**src/hdl/bclp_pkg.sv**
```systemverilog
`default_nettype none
package bclp_pkg;
    localparam int MaxCols = 256;
    localparam int MaxRows = 128;
    localparam int CellCount = MaxCols * MaxRows;
    localparam int AddrW = $clog2(CellCount);
    localparam int ColW = $clog2(MaxCols + 1);
    localparam int RowW = $clog2(MaxRows + 1);

    localparam logic [1:0] OP_CLEAR = 2'd0;
    localparam logic [1:0] OP_LINE  = 2'd1;
    localparam logic [1:0] OP_READ  = 2'd2;
    localparam logic [1:0] OP_NOP   = 2'd3;

    localparam logic [0:0] REG_COLS = 1'd0;
    localparam logic [0:0] REG_ROWS = 1'd1;

    localparam logic [1:0] STY_NONE = 2'd0;
    localparam logic [1:0] STY_BOLD = 2'd1;
    localparam logic [1:0] STY_DIM  = 2'd2;

    // commands from controller to datapath
    typedef struct packed {
        logic load;      // latch request, init walk
        logic clr_step;  // write zero at clear address, advance
        logic plot_rd;   // issue read of current pixel cell
        logic plot_wr;   // write back merged cell, step walk
        logic rd_issue;  // issue read for read command
        logic done;      // publish result
    } bclp_cmd_t;

    typedef struct packed {
        logic clr_last;
        logic at_end;
        logic cap_hit;
        logic [1:0] op;
    } bclp_stat_t;

    function automatic logic [7:0] dot_of(input logic [1:0] py, input logic px);
        logic [7:0] r;
        case ({py, px})
            3'd0: r = 8'h01;
            3'd1: r = 8'h08;
            3'd2: r = 8'h02;
            3'd3: r = 8'h10;
            3'd4: r = 8'h04;
            3'd5: r = 8'h20;
            3'd6: r = 8'h40;
            default: r = 8'h80;
        endcase
        return r;
    endfunction
endpackage
`default_nettype wire

```
**src/hdl/bclp_ctrl.sv**
```systemverilog
`default_nettype none
module bclp_ctrl (
    input  wire logic clk,
    input  wire logic rst_n,
    input  wire logic start,
    input  wire logic cfg_clear,
    input  wire bclp_pkg::bclp_stat_t stat,
    output logic busy,
    output bclp_pkg::bclp_cmd_t cmd
);
    import bclp_pkg::*;

    typedef enum logic [6:0] {
        S_IDLE  = 7'b0000001,
        S_DEC   = 7'b0000010,
        S_CLR   = 7'b0000100,
        S_PRD   = 7'b0001000,
        S_PWR   = 7'b0010000,
        S_RD    = 7'b0100000,
        S_DONE  = 7'b1000000
    } state_t;

    state_t state_reg, state_next;
    logic   clr_pending_reg, clr_pending_next;

    always_ff @(posedge clk or negedge rst_n)
    begin
        if (!rst_n)
        begin
            state_reg <= S_CLR;
            clr_pending_reg <= 1'b1;
        end
        else
        begin
            state_reg <= state_next;
            clr_pending_reg <= clr_pending_next;
        end
    end

    always_comb
    begin
        state_next = state_reg;
        clr_pending_next = clr_pending_reg;
        cmd = '0;
        busy = (state_reg != S_IDLE);
        case (state_reg)
            S_IDLE:
            begin
                if (cfg_clear)
                begin
                    state_next = S_CLR;
                    clr_pending_next = 1'b1;
                end
                else if (start)
                begin
                    cmd.load = 1'b1;
                    state_next = S_DEC;
                end
            end
            S_DEC:
            begin
                case (stat.op)
                    OP_CLEAR: state_next = S_CLR;
                    OP_LINE:  state_next = S_PRD;
                    OP_READ:  state_next = S_RD;
                    default:  state_next = S_DONE;
                endcase
            end
            S_CLR:
            begin
                cmd.clr_step = 1'b1;
                if (stat.clr_last)
                begin
                    if (clr_pending_reg)
                    begin
                        clr_pending_next = 1'b0;
                        state_next = S_IDLE;
                    end
                    else
                        state_next = S_DONE;
                end
            end
            S_PRD:
            begin
                cmd.plot_rd = 1'b1;
                state_next = S_PWR;
            end
            S_PWR:
            begin
                cmd.plot_wr = 1'b1;
                state_next = (stat.at_end || stat.cap_hit) ? S_DONE : S_PRD;
            end
            S_RD:
            begin
                cmd.rd_issue = 1'b1;
                state_next = S_DONE;
            end
            S_DONE:
            begin
                cmd.done = 1'b1;
                state_next = S_IDLE;
            end
            default: state_next = S_IDLE;
        endcase
    end
endmodule
`default_nettype wire

```
**config.mk**
```make
export PLATFORM = sky130hd
export DESIGN_NAME = bclp_ctrl
export DESIGN_NICKNAME = d
export VERILOG_FILES = /design/src/hdl/bclp_pkg.sv /design/src/hdl/bclp_ctrl.sv
export SDC_FILE = /design/constraint.sdc
export NUM_CORES = 1
export LEC_CHECK = 0
export BUFFER_PORTS_ARGS = -buffer_cell sky130_fd_sc_hd__buf_2
export CAP_MARGIN = 10
export CELL_PAD_IN_SITES_DETAIL_PLACEMENT = 1
export CELL_PAD_IN_SITES_GLOBAL_PLACEMENT = 1
export CORE_MARGIN = 2
export CORE_UTILIZATION = 37
export CTS_CLUSTER_SIZE = 16
export DETAILED_ROUTE_END_ITERATION = 8
export GPL_TIMING_DRIVEN = 0
export PLACE_DENSITY_LB_ADDON = 0.1
export REMOVE_ABC_BUFFERS = 1
export SLEW_MARGIN = 10
export SYNTH_ARGS = -nofsm -noshare
export SYNTH_HDL_FRONTEND = slang
export SYNTH_SLANG_ARGS = --single-unit
```
**constraint.sdc**
```tcl
create_clock -name clk -period 2.9 [get_ports clk]
set_clock_uncertainty 0.2 [all_clocks]
set_input_delay 0 -clock clk [delete_from_list [all_inputs] [get_ports clk]]
set_output_delay 0 -clock clk [all_outputs]
set_load 0.03 [all_outputs]
```
==> impl_metrics.csv, run 1 <==
group,metric,value,unit
outcome,outcome,"finished clean",
worst_setup_path,critical_path_buffers_and_inverters,2,
placed_design,port_buffers,15,
timing,layout_worst_path_cycle_share,81.44,%
placed_design,gp_congestion,0.6709,
worst_setup_path,path_class,"flip-flop to flip-flop",
finish,final_cells,95,
global_routing,busiest_layer,"met2",
cts,cts.sinks,8,
floorplan,floorplan.io_pins,16,
power_and_ir_drop,seq_power_share,36.7,%
floorplan,die_x,41.06,um
route,first_pass_iters,3,
synth,post_synth_mux_area_share,0,%
global_routing,first_global_vias,470,
placed_design,hpwl,1.023,mm
synth,synth_fa_ha_area_share,0,%
worst_hold_path,worstHoldPathType,"input pin to asynchronous set/reset pin",
route,drt-total-wl,1.350,mm
cts,clk_pin_slew_worst_paths,0.06,ns
route,drt_iter0_markers,4,
synth,synth.distinct_cells,26,
worst_setup_path,crit_fanout,4,
global_routing,use_met2,35.55,%
worst_setup_path,setup.worst_path.start_class,"flip-flop",
global_routing,global_route.usage.met1,19.14,%
worst_setup_path,critical_path.top_delay_family,"simple AND/OR/NAND/NOR gates",
global_routing,grt_overflow,0,
synth,syn-mean-instance-area,8.912,um^2
timing,max_clock_freq,423.4,MHz
power_and_ir_drop,power.switching,0.0002166,W
synth,synth-xor-area-share,1.724,%
timing,min_period,2.362,ns
floorplan,starting_density_of_the_core,39.53,%
placed_design,post-place-cells,84,
synth,synth-compound-area-share,9.360,%
synth,largest_family_of_logic_cells_by_synthesized_area,"simple AND/OR/NAND/NOR gates",
floorplan,die_area,1686,um^2
timing,max_slew.worst_pin.slew,0.5498,ns
synth,flip_flop_and_latch_count_after_synthesis,8,
timing,report.final.setup_viol,0,
cts,tritoncts.num_buffers,3,
worst_setup_path,slowest_delay,0.59,ns
job,drv.max_cap_violation_count,0,
worst_setup_path,critical_path.endpoint_type,"flip-flop",
power_and_ir_drop,power.ir.vdd_worst,0.0004058,V
cts,clock_insertion_delay_worst_skew,0.26,ns
power_and_ir_drop,power.internal,0.0002851,W
global_routing,pin_count_of_the_biggest_net_entering_global_routing,9,
finish,layout_area_overhead,36.45,%
finish,largest_reg_flops,7,
floorplan,fp.dieH,41.06,um
route,drt_drc_violations_left,0,
timing,hold_viol_final,0,
timing,rsz_0062_raised_after_global_routing,"false",
timing,timing.max_slew.rel_slack,63.01,%
route,drt-vias-per-instance,5.684,
power_and_ir_drop,fraction_of_power_spent_switching_nets,43.17,%
power_and_ir_drop,static-leakage-power,0.3214,nW
cts,clock_tree.buffer_depth,2,
finish,layout-drive-gt1-share,28.75,%
synth,post_synth_inst_count,57,
timing,slew_violations,0,
synth,synthSimpleGateAreaFrac,44.58,%
cts,tritoncts,"yes",
worst_setup_path,cp.arrival,2.36,ns
finish,n_fill_cell,164,
global_routing,grt_use_total,19.50,%
synth,yosys_warnings,0,
worst_setup_path,crit_slowest_cell,"or4_4",
power_and_ir_drop,combPwrFrac,45.8,%
route,vias,540,
global_routing,global_route_wire_length_before_repair,1.973,mm
cts,deepest_level_of_the_cts_h_tree,1,
finish,layout.cells.most_common_list,"buf_2 (15), nor2_1 (9), dlygate4sd3_1 (8), dfrtp_1 (6), nand2_1 (4)",
route,ant_nets,0,
power_and_ir_drop,clock_power_share,17.6,%
synth,synth_seq_area_share,39.90,%
worst_setup_path,cp.required,2.90,ns
timing,setup-tns-final,0,ns
floorplan,core.rowCount,13,
route,avgRoutedWirePerCell,14.21,um
floorplan,core,1285,um^2
global_routing,met3_demand_to_capacity_share_in_global_routing,9.783,%
finish,num_antenna_cells,0,
finish,layout.nets,91,
worst_setup_path,crit_chain,"or4_4 -> nor3_1 -> inv_1 -> nor3b_1 -> dlygate4sd3_1",
finish,most_frequent_standard_cell_in_the_layout_excluding_fill_and_tap_cells,"buf_2",
power_and_ir_drop,report.power.total,0.0005016,W
global_routing,antenna_found_initial,0,
cts,cts_root_buf,"clkbuf_4",
synth,synth_area,508.0,um^2
power_and_ir_drop,power-per-cell-area,723.7,nW/um^2
cts,postCtsSetupBuffers,0,
[cells in the mapped netlist]
master	number	share of area (%)
o41ai_1	1	1.7
and4_1	3	5.2
nor4_1	2	2.5
dfstp_2	2	10
inv_1	3	2.2
nand4_1	1	1.2
clkbuf_1	3	2.2
o32a_1	1	2.0
a21oi_1	1	0.98
nand2_1	4	3.0
or4_4	1	2.2
nor2_1	9	6.6
nand3_1	2	2.0
o21ai_0	3	3.0
or3_1	1	1.2
nor3b_1	3	4.4
nor3_1	2	2.0
xnor2_1	1	1.7
nor4b_4	1	4.7
a2bb2oi_1	1	1.7
and4bb_2	1	2.5
nand2b_1	2	2.5
or2b_1	1	1.5
or3b_1	1	1.7
nand3b_1	1	1.5
dfrtp_1	6	30
[final timing paths]
path | start | end | slack (ns) | cells past startpoint
worst max register to register | state_reg[4] | state_reg[1] | 0.54 | 5
worst max-delay path | state_reg[4] | state_reg[1] | 0.54 | 5
worst min register to register | clr_pending_reg | clr_pending_reg | 0.31 | 2
max in group asynchronous | rst_n | state_reg[5] | 1.73 | 3
worst min-delay path | rst_n | state_reg[2] | 0.04 | 2
min in group clk | stat[3] | state_reg[6] | 0.05 | 5
[area by class of cell]
type | count | area, um^2 | share of cell area [%]
multi-input combinational | 43 | 282.8 | 40.79
sequential | 8 | 202.7 | 29.24
timing repair buffer | 23 | 155.1 | 22.38
clock buffer | 3 | 22.52 | 3.249
tap | 15 | 18.77 | 2.708
inverter | 3 | 11.26 | 1.625
[what timing repair did]
item | CTS | global route
endpoints found under the hold margin | 15 | 0
resized for setup | 0 | 0
hold buffers | 8 | 0
[logic make-up after synthesis]
family / count (synthesis)
and+or+nand+nor: 35
DFF: 8
AOI/OAI and AO/OA: 7
buffers and inverters: 6
xor gates and xnor gates: 1
[routing by layer]
| metal | vias to the layer above | share of wire [%] | wire length (um) |
|---|---|---|---|
| met2 | 15 | 52 | 702 |
| met1 | 267 | 40 | 544 |
| met4 | 0 | 1.2 | 16 |
| li1 | 253 | - | - |
| met5 | - | 0 | 0 |
| met3 | 5 | 6.5 | 88 |
[metrics by stage]
step	utilization, %	setup WS, ns	instance area [um^2]	hold slack [ns]
global placement	45.96	0.9188	590.6	-0.3437
CTS	53.94	0.5021	693.2	0.03353
floorplan	-	0.4252	496.7	-0.4956
detailed placement	45.96	0.8976	590.6	-0.3468
finish	53.94	0.5382	693.2	0.03907
global route	53.94	0.3727	693.2	0.05729
[power groups by stage]
stage | Sequential [W] | Clock, W | Combinational, W
3_5_place_dp | 0.000186 | 0 | 0.000220
4_1_cts | 0.000185 | 0.0000922 | 0.000232
2_1_floorplan | 0.000173 | 0 | 0.000168
5_1_grt | 0.000187 | 0.0000979 | 0.000250
6_report | 0.000184 | 0.0000881 | 0.000230
3_3_place_gp | 0.000186 | 0 | 0.000217
(Power assumes the default switching activity.)
==> inputs of run 2 (changes only) <==
--- a/config.mk
+++ b/config.mk
@@ -5,12 +5,13 @@
 export SDC_FILE = /design/constraint.sdc
 export NUM_CORES = 1
 export LEC_CHECK = 0
+export ABC_AREA = 1
 export BUFFER_PORTS_ARGS = -buffer_cell sky130_fd_sc_hd__buf_2
 export CAP_MARGIN = 10
 export CELL_PAD_IN_SITES_DETAIL_PLACEMENT = 1
 export CELL_PAD_IN_SITES_GLOBAL_PLACEMENT = 1
 export CORE_MARGIN = 2
-export CORE_UTILIZATION = 37
+export CORE_UTILIZATION = 34
 export CTS_CLUSTER_SIZE = 16
 export DETAILED_ROUTE_END_ITERATION = 8
 export GPL_TIMING_DRIVEN = 0
==> constraint.sdc (replaced) <==
create_clock -name clk -period 2.3 [get_ports clk]
set_clock_uncertainty 0.2 [all_clocks]
set_input_delay 0 -clock clk [delete_from_list [all_inputs] [get_ports clk]]
set_output_delay 0 -clock clk [all_outputs]
set_load 0.03 [all_outputs]
==> run 2 against run 1 <==
Compared with the run above:
- combinational power grew 80%
- power up 49%
- synthesized area rose by 6.7%
- first-iteration DRC count increased to 2.5 times the previous value
- critical path depth is 3 higher
- critical endpoint is now state_reg[6]
- highest routed layer unchanged
==> impl_metrics.csv, run 2 <==
group,metric,value,unit
synth,post_synth_top_cells,"nand2_1 (12), nor2_1 (12), inv_1 (7)",
finish,fin_util,52.41,%
timing,layout_worst_path_cycle_share,88.14,%
finish,layout_area_overhead,45.73,%
synth,yosys_warnings,0,
floorplan,die_area,1929,um^2
timing,hold_viol_final,0,
timing,report.final.setup_viol,0,
placed_design,hpwl,1.071,mm
floorplan,floorplan.io_pins,16,
synth,synth.distinct_cells,17,
route,drt_drc_violations_left,0,
finish,n_fill_cell,192,
power_and_ir_drop,static-leakage-power,0.4044,nW
timing,max_slew.worst_pin.slew,0.2880,ns
power_and_ir_drop,report.power.total,0.0007469,W
finish,layout.cells.most_common_list,"buf_2 (15), dlygate4sd3_1 (13), nor2_1 (12), nand2_1 (12), inv_1 (7)",
finish,layout.nets,111,
global_routing,global_route_wire_length_before_repair,2.684,mm
worst_setup_path,setup.worst_path.start_class,"flip-flop",
power_and_ir_drop,power-per-cell-area,946.0,nW/um^2
route,drt-vias-per-instance,4.966,
global_routing,antenna_found_initial,0,
synth,synth_largest_area_cell,"dfrtp_1",
worst_setup_path,crit_fanout,5,
floorplan,core,1506,um^2
synth,synthFlopType,"dfrtp_1",
power_and_ir_drop,fraction_of_power_spent_switching_nets,46.13,%
route,vias,576,
timing,min_period,2.027,ns
synth,flip_flop_and_latch_count_after_synthesis,8,
power_and_ir_drop,power.ir.vdd_worst,0.0005005,V
power_and_ir_drop,power.internal,0.0004024,W
timing,setup-tns-final,0,ns
finish,area_used_by_multi_input_combinational_logic,297.8,um^2
route,drt-total-wl,1.538,mm
worst_setup_path,cp.required,2.25,ns
job,drv.max_cap_violation_count,0,
synth,yosysTopAreaCellShare,27.71,%
floorplan,die_x,43.92,um
route,ant_nets,0,
cts,cts.sinks,8,
synth,syn-mean-instance-area,7.852,um^2
finish,num_antenna_cells,0,
power_and_ir_drop,combPwrFrac,55.5,%
worst_setup_path,path_class,"flip-flop to flip-flop",
floorplan,fp.dieH,43.92,um
worst_setup_path,cp.arrival,1.97,ns
placed_design,port_buffers,15,
floorplan,starting_density_of_the_core,35.96,%
cts,clock_tree.buffer_depth,2,
synth,count_of_flip_flops_with_a_built_in_enable_after_synthesis,0,
synth,netlist_top_cells_area,"dfrtp_1 (28%), nor2_4 (10%), dfstp_2 (9.7%)",
power_and_ir_drop,power.switching,0.0003445,W
outcome,outcome,"finished clean",
cts,tritoncts.num_buffers,3,
timing,max_clock_freq,493.3,MHz
global_routing,pin_count_of_the_biggest_net_entering_global_routing,8,
worst_setup_path,critical_path.endpoint_type,"flip-flop",
synth,synth_seq_area_share,37.41,%
route,drt_iter0_markers,10,
synth,post_synth_inst_count,69,
global_routing,grt_overflow,0,
placed_design,gp_congestion,0.7417,
cts,tritoncts,"yes",
global_routing,grt_use_total,19.66,%
power_and_ir_drop,clock_power_share,14.9,%
finish,most_frequent_standard_cell_in_the_layout_excluding_fill_and_tap_cells,"buf_2",
finish,largest_reg_flops,7,
power_and_ir_drop,seq_power_share,29.5,%
cts,clock_insertion_delay_worst_skew,0.26,ns
synth,synth_area,541.8,um^2
finish,area_occupied_by_registers,202.7,um^2
finish,layout-drive-gt1-share,37.00,%
timing,timing.max_slew.rel_slack,80.74,%
timing,slew_violations,0,
timing,rsz_0062_raised_after_global_routing,"false",
cts,clk_pin_slew_worst_paths,0.06,ns
global_routing,first_global_vias,609,
floorplan,core.rowCount,14,
worst_hold_path,worstHoldPathType,"input pin to asynchronous set/reset pin",
cts,cts_root_buf,"clkbuf_4",
cts,deepest_level_of_the_cts_h_tree,1,
synth,async_set_reset_flop_share_out_of_synthesis,100.0,%
route,first_pass_iters,4,
route,avgRoutedWirePerCell,13.26,um
timing,hold_ws,0.07251,ns
==> run 2: cell count changes after synthesis, moves of 4 or more <==
cell	previous run	this run
inv_2	0	4
nor2_4	0	5
inv_1	3	7
nand2_1	4	12
nand3_1	2	6
==> run 2: logic make-up (layout without fill, tap and decap cells) <==
kind of cell           Yosys count  after routing  synth area share, %
AO/OA/AOI/OAI                    5              5                5.774
AND/OR/NAND/NOR                 45             45                49.19
flip-flops                       8              8                37.41
buffers and inverters           11             42                7.621
==> run 2: path summary, 6_finish.rpt <==
kind                                      start               to  slack, ns  depth (start not counted)
worst max-delay path               state_reg[2]     state_reg[6]       0.27                          8
worst min-delay path                      rst_n  clr_pending_reg       0.07                          2
worst max register to register     state_reg[2]     state_reg[6]       0.27                          8
worst min register to register  clr_pending_reg     state_reg[0]       0.41                          4
max in group asynchronous                 rst_n     state_reg[5]       1.11                          3
min in group clk                          start     state_reg[1]       0.35                          4
==> run 2: layout make-up <==
cell class / instances / share of cell area, %
Sequential cell: 8 / 25.67
Multi-Input combinational cell: 50 / 37.72
Timing Repair Buffer: 28 / 25.99
Clock buffer: 3 / 2.853
Tap cell: 16 / 2.536
Inverter: 11 / 5.230
==> run 2: metal layers <==
layer | vias to the layer above | part of all wire (%) | track usage (%)
li1 | 285 | - | -
met1 | 277 | 44 | 23.12
met2 | 9 | 52 | 35.00
met3 | 5 | 2.2 | 2.500
met4 | 0 | 2.0 | 9.091
met5 | - | 0 | 0
==> run 2: timing repair <==
| action | 4_1_cts | 5_1_grt |
|---|---|---|
| hold buffers | 13 | 0 |
| endpoints found under the hold margin | 15 | 0 |
| gates resized for setup | 0 | 0 |
| setup buffers | 0 | 0 |
==> run 2: critical path, cell delays in order, from the launching register on <==
cell	delay [ns]
dfstp_2	0.55
nor2_2	0.06
nand2_2	0.13
nor2_4	0.05
o21ai_1	0.10
o31ai_1	0.11
nor2_1	0.09
dlygate4sd3_1	0.57
nor2_1	0.05
==> run 2: through the flow <==
| stage | instance area (um^2) | setup slack (ns) | cells |
|---|---|---|---|
| 2_1_floorplan | 541.8 | 0.5415 | 69 |
| 3_3_place_gp | 636.9 | 0.8247 | 100 |
| 3_5_place_dp | 636.9 | 0.8237 | 100 |
| 4_1_cts | 789.5 | 0.3030 | 116 |
| 5_1_grt | 789.5 | 0.1453 | 116 |
| 6_report | 789.5 | 0.2727 | 116 |
==> run 2: power groups by stage <==
stage | combinational [W] | clock, W | sequential [W]
final | 0.000415 | 0.000112 | 0.000221
after global routing | 0.000464 | 0.000121 | 0.000226
after floorplan | 0.000283 | 0 | 0.000217
after CTS | 0.000413 | 0.000114 | 0.000222
after global placement | 0.000358 | 0 | 0.000223
after detailed placement | 0.000361 | 0 | 0.000224
==> inputs of run 3 (changes only) <==
--- a/config.mk
+++ b/config.mk
@@ -15,6 +15,7 @@
 export CTS_CLUSTER_SIZE = 16
 export DETAILED_ROUTE_END_ITERATION = 8
 export GPL_TIMING_DRIVEN = 0
+export MAX_ROUTING_LAYER = met4
 export PLACE_DENSITY_LB_ADDON = 0.1
 export REMOVE_ABC_BUFFERS = 1
 export SLEW_MARGIN = 10
==> run 3 against run 2 <==
Compared with the run above:
- register-to-register slack hardly changed
- combinational power barely moved
- sequential cell count unchanged
- core utilization did not move
- critical path depth unchanged
- non-clock buffer count is the same
- global-route usage increased by 0.61 points
- die area stayed put
- via count is the same
- final cell count stayed put
- critical path type unchanged
- largest cell class unchanged
==> impl_metrics.csv, run 3 (synthesis gave the netlist of run 2 again) <==
group,metric,value,unit
power_and_ir_drop,static-leakage-power,0.4044,nW
power_and_ir_drop,power-per-cell-area,946.9,nW/um^2
outcome,outcome,"finished clean",
placed_design,gp_congestion,0.7510,
global_routing,grt_use_total,20.27,%
cts,clk_pin_slew_worst_paths,0.06,ns
worst_setup_path,crit_slowest_cell,"dlygate4sd3_1",
route,vias,576,
worst_hold_path,worstHoldPathType,"input pin to asynchronous set/reset pin",
finish,layout.nets,111,
timing,slew_violations,0,
worst_setup_path,setup.worst_path.start_class,"flip-flop",
finish,num_antenna_cells,0,
cts,tritoncts.num_buffers,3,
worst_setup_path,critical_path.endpoint_type,"flip-flop",
cts,cts_root_buf,"clkbuf_4",
timing,max_clock_freq,492.6,MHz
route,ant_nets,0,
floorplan,die_x,43.92,um
global_routing,global_route_wire_length_before_repair,2.684,mm
finish,final_cell_area,789.5,um^2
timing,layout_worst_path_cycle_share,88.27,%
floorplan,floorplan.io_pins,16,
floorplan,die_area,1929,um^2
route,drt-vias-per-instance,4.966,
global_routing,first_global_vias,610,
route,drt_drc_violations_left,0,
floorplan,fp.dieH,43.92,um
cts,clock_tree.buffer_depth,2,
finish,layout-drive-gt1-share,37.00,%
finish,largest_reg_flops,7,
route,drt-total-wl,1.541,mm
finish,layout_area_overhead,45.73,%
cts,cts.sinks,8,
timing,hold_viol_final,0,
finish,n_fill_cell,192,
timing,report.final.setup_viol,0,
finish,most_frequent_standard_cell_in_the_layout_excluding_fill_and_tap_cells,"buf_2",
worst_setup_path,critical_path_buffers_and_inverters,1,
timing,min_period,2.030,ns
cts,clock_insertion_delay_worst_skew,0.26,ns
worst_setup_path,slowest_delay,0.57,ns
placed_design,post-place-cells,100,
floorplan,core,1506,um^2
cts,tritoncts,"yes",
cts,postCtsSetupBuffers,0,
power_and_ir_drop,report.power.total,0.0007476,W
timing,max_slew.worst_pin.slew,0.2880,ns
placed_design,placed_cell_area,636.9,um^2
worst_setup_path,critical_path.top_delay_family,"buffers and inverters",
power_and_ir_drop,power.ir.vdd_worst,0.0005005,V
route,avgRoutedWirePerCell,13.28,um
finish,final_cells,116,
job,drv.max_cap_violation_count,0,
global_routing,antenna_found_initial,0,
timing,setup-tns-final,0,ns
timing,timing.max_slew.rel_slack,80.74,%
worst_setup_path,most_common_cell_type_on_the_critical_path,"nor2_1",
floorplan,starting_density_of_the_core,35.96,%
global_routing,grt_overflow,0,
placed_design,hpwl,1.071,mm
placed_design,port_buffers,15,
worst_setup_path,crit_fanout,5,
route,first_pass_iters,4,
worst_setup_path,crit_chain,"nor2_2 -> nand2_2 -> nor2_4 -> o21ai_1 -> o31ai_1 -> nor2_1 -> dlygate4sd3_1 -> nor2_1",
route,drt_iter0_markers,15,
cts,deepest_level_of_the_cts_h_tree,1,
finish,layout.cells.most_common_list,"buf_2 (15), dlygate4sd3_1 (13), nor2_1 (12), nand2_1 (12), inv_1 (7)",
global_routing,pin_count_of_the_biggest_net_entering_global_routing,8,
floorplan,core.rowCount,14,
worst_setup_path,path_class,"flip-flop to flip-flop",
worst_setup_path,cp.arrival,1.98,ns
worst_setup_path,cp.required,2.25,ns
cts,post_cts_resized,0,
timing,rsz_0062_raised_after_global_routing,"false",
run 3: cell counts in the layout (fill, tap and decap cells not counted):
Identical to the previous run, type by type.
run 3: area by class of cell:
type	instances	area (um^2)	area share [%]
Timing Repair Buffer	28	205.2	25.99
Sequential cell	8	202.7	25.67
Multi-Input combinational cell	50	297.8	37.72
Tap cell	16	20.02	2.536
Inverter	11	41.29	5.230
Clock buffer	3	22.52	2.853
run 3: routing by layer:
metal / vias up / track usage (%) / share of wire, %
li1: 285 / - / -
met3: 5 / 2.500 / 2.2
met2: 9 / 35.00 / 52
met4: 0 / 9.091 / 2.0
met1: 277 / 23.12 / 44
met5: - / - / 0
run 3: worst paths after layout:
kind / end / from / cells after the start / slack, ns
worst max-delay path: state_reg[6] / state_reg[2] / 8 / 0.27
worst min register to register: state_reg[0] / clr_pending_reg / 4 / 0.41
worst min-delay path: clr_pending_reg / rst_n / 2 / 0.07
worst max register to register: state_reg[6] / state_reg[2] / 8 / 0.27
min in group clk: state_reg[1] / start / 4 / 0.35
max in group asynchronous: state_reg[5] / rst_n / 3 / 1.11
run 3: stage by stage:
step                      hold WS, ns  utilization, %  worst slack (ns)
after floorplan               -0.4956               -            0.5415
after global placement        -0.3453           42.28            0.8247
after detailed placement      -0.3454           42.28            0.8237
after CTS                     0.03963           52.41            0.3030
after global routing          0.06141           52.41            0.1453
final                         0.07251           52.41            0.2698
run 3: repair_timing:
action / in CTS / in global routing
hold buffers: 13 / 0
endpoints found under the hold margin: 15 / 0
endpoints found under the setup margin: 0 / 0
run 3: power breakdown:
group | leakage, nW | switching [W] | total, W | internal (W)
Sequential | 0.102 | 0.0000325 | 0.000221 | 0.000188
Clock | 0.0138 | 0.0000517 | 0.000112 | 0.0000600
Combinational | 0.289 | 0.000261 | 0.000415 | 0.000154
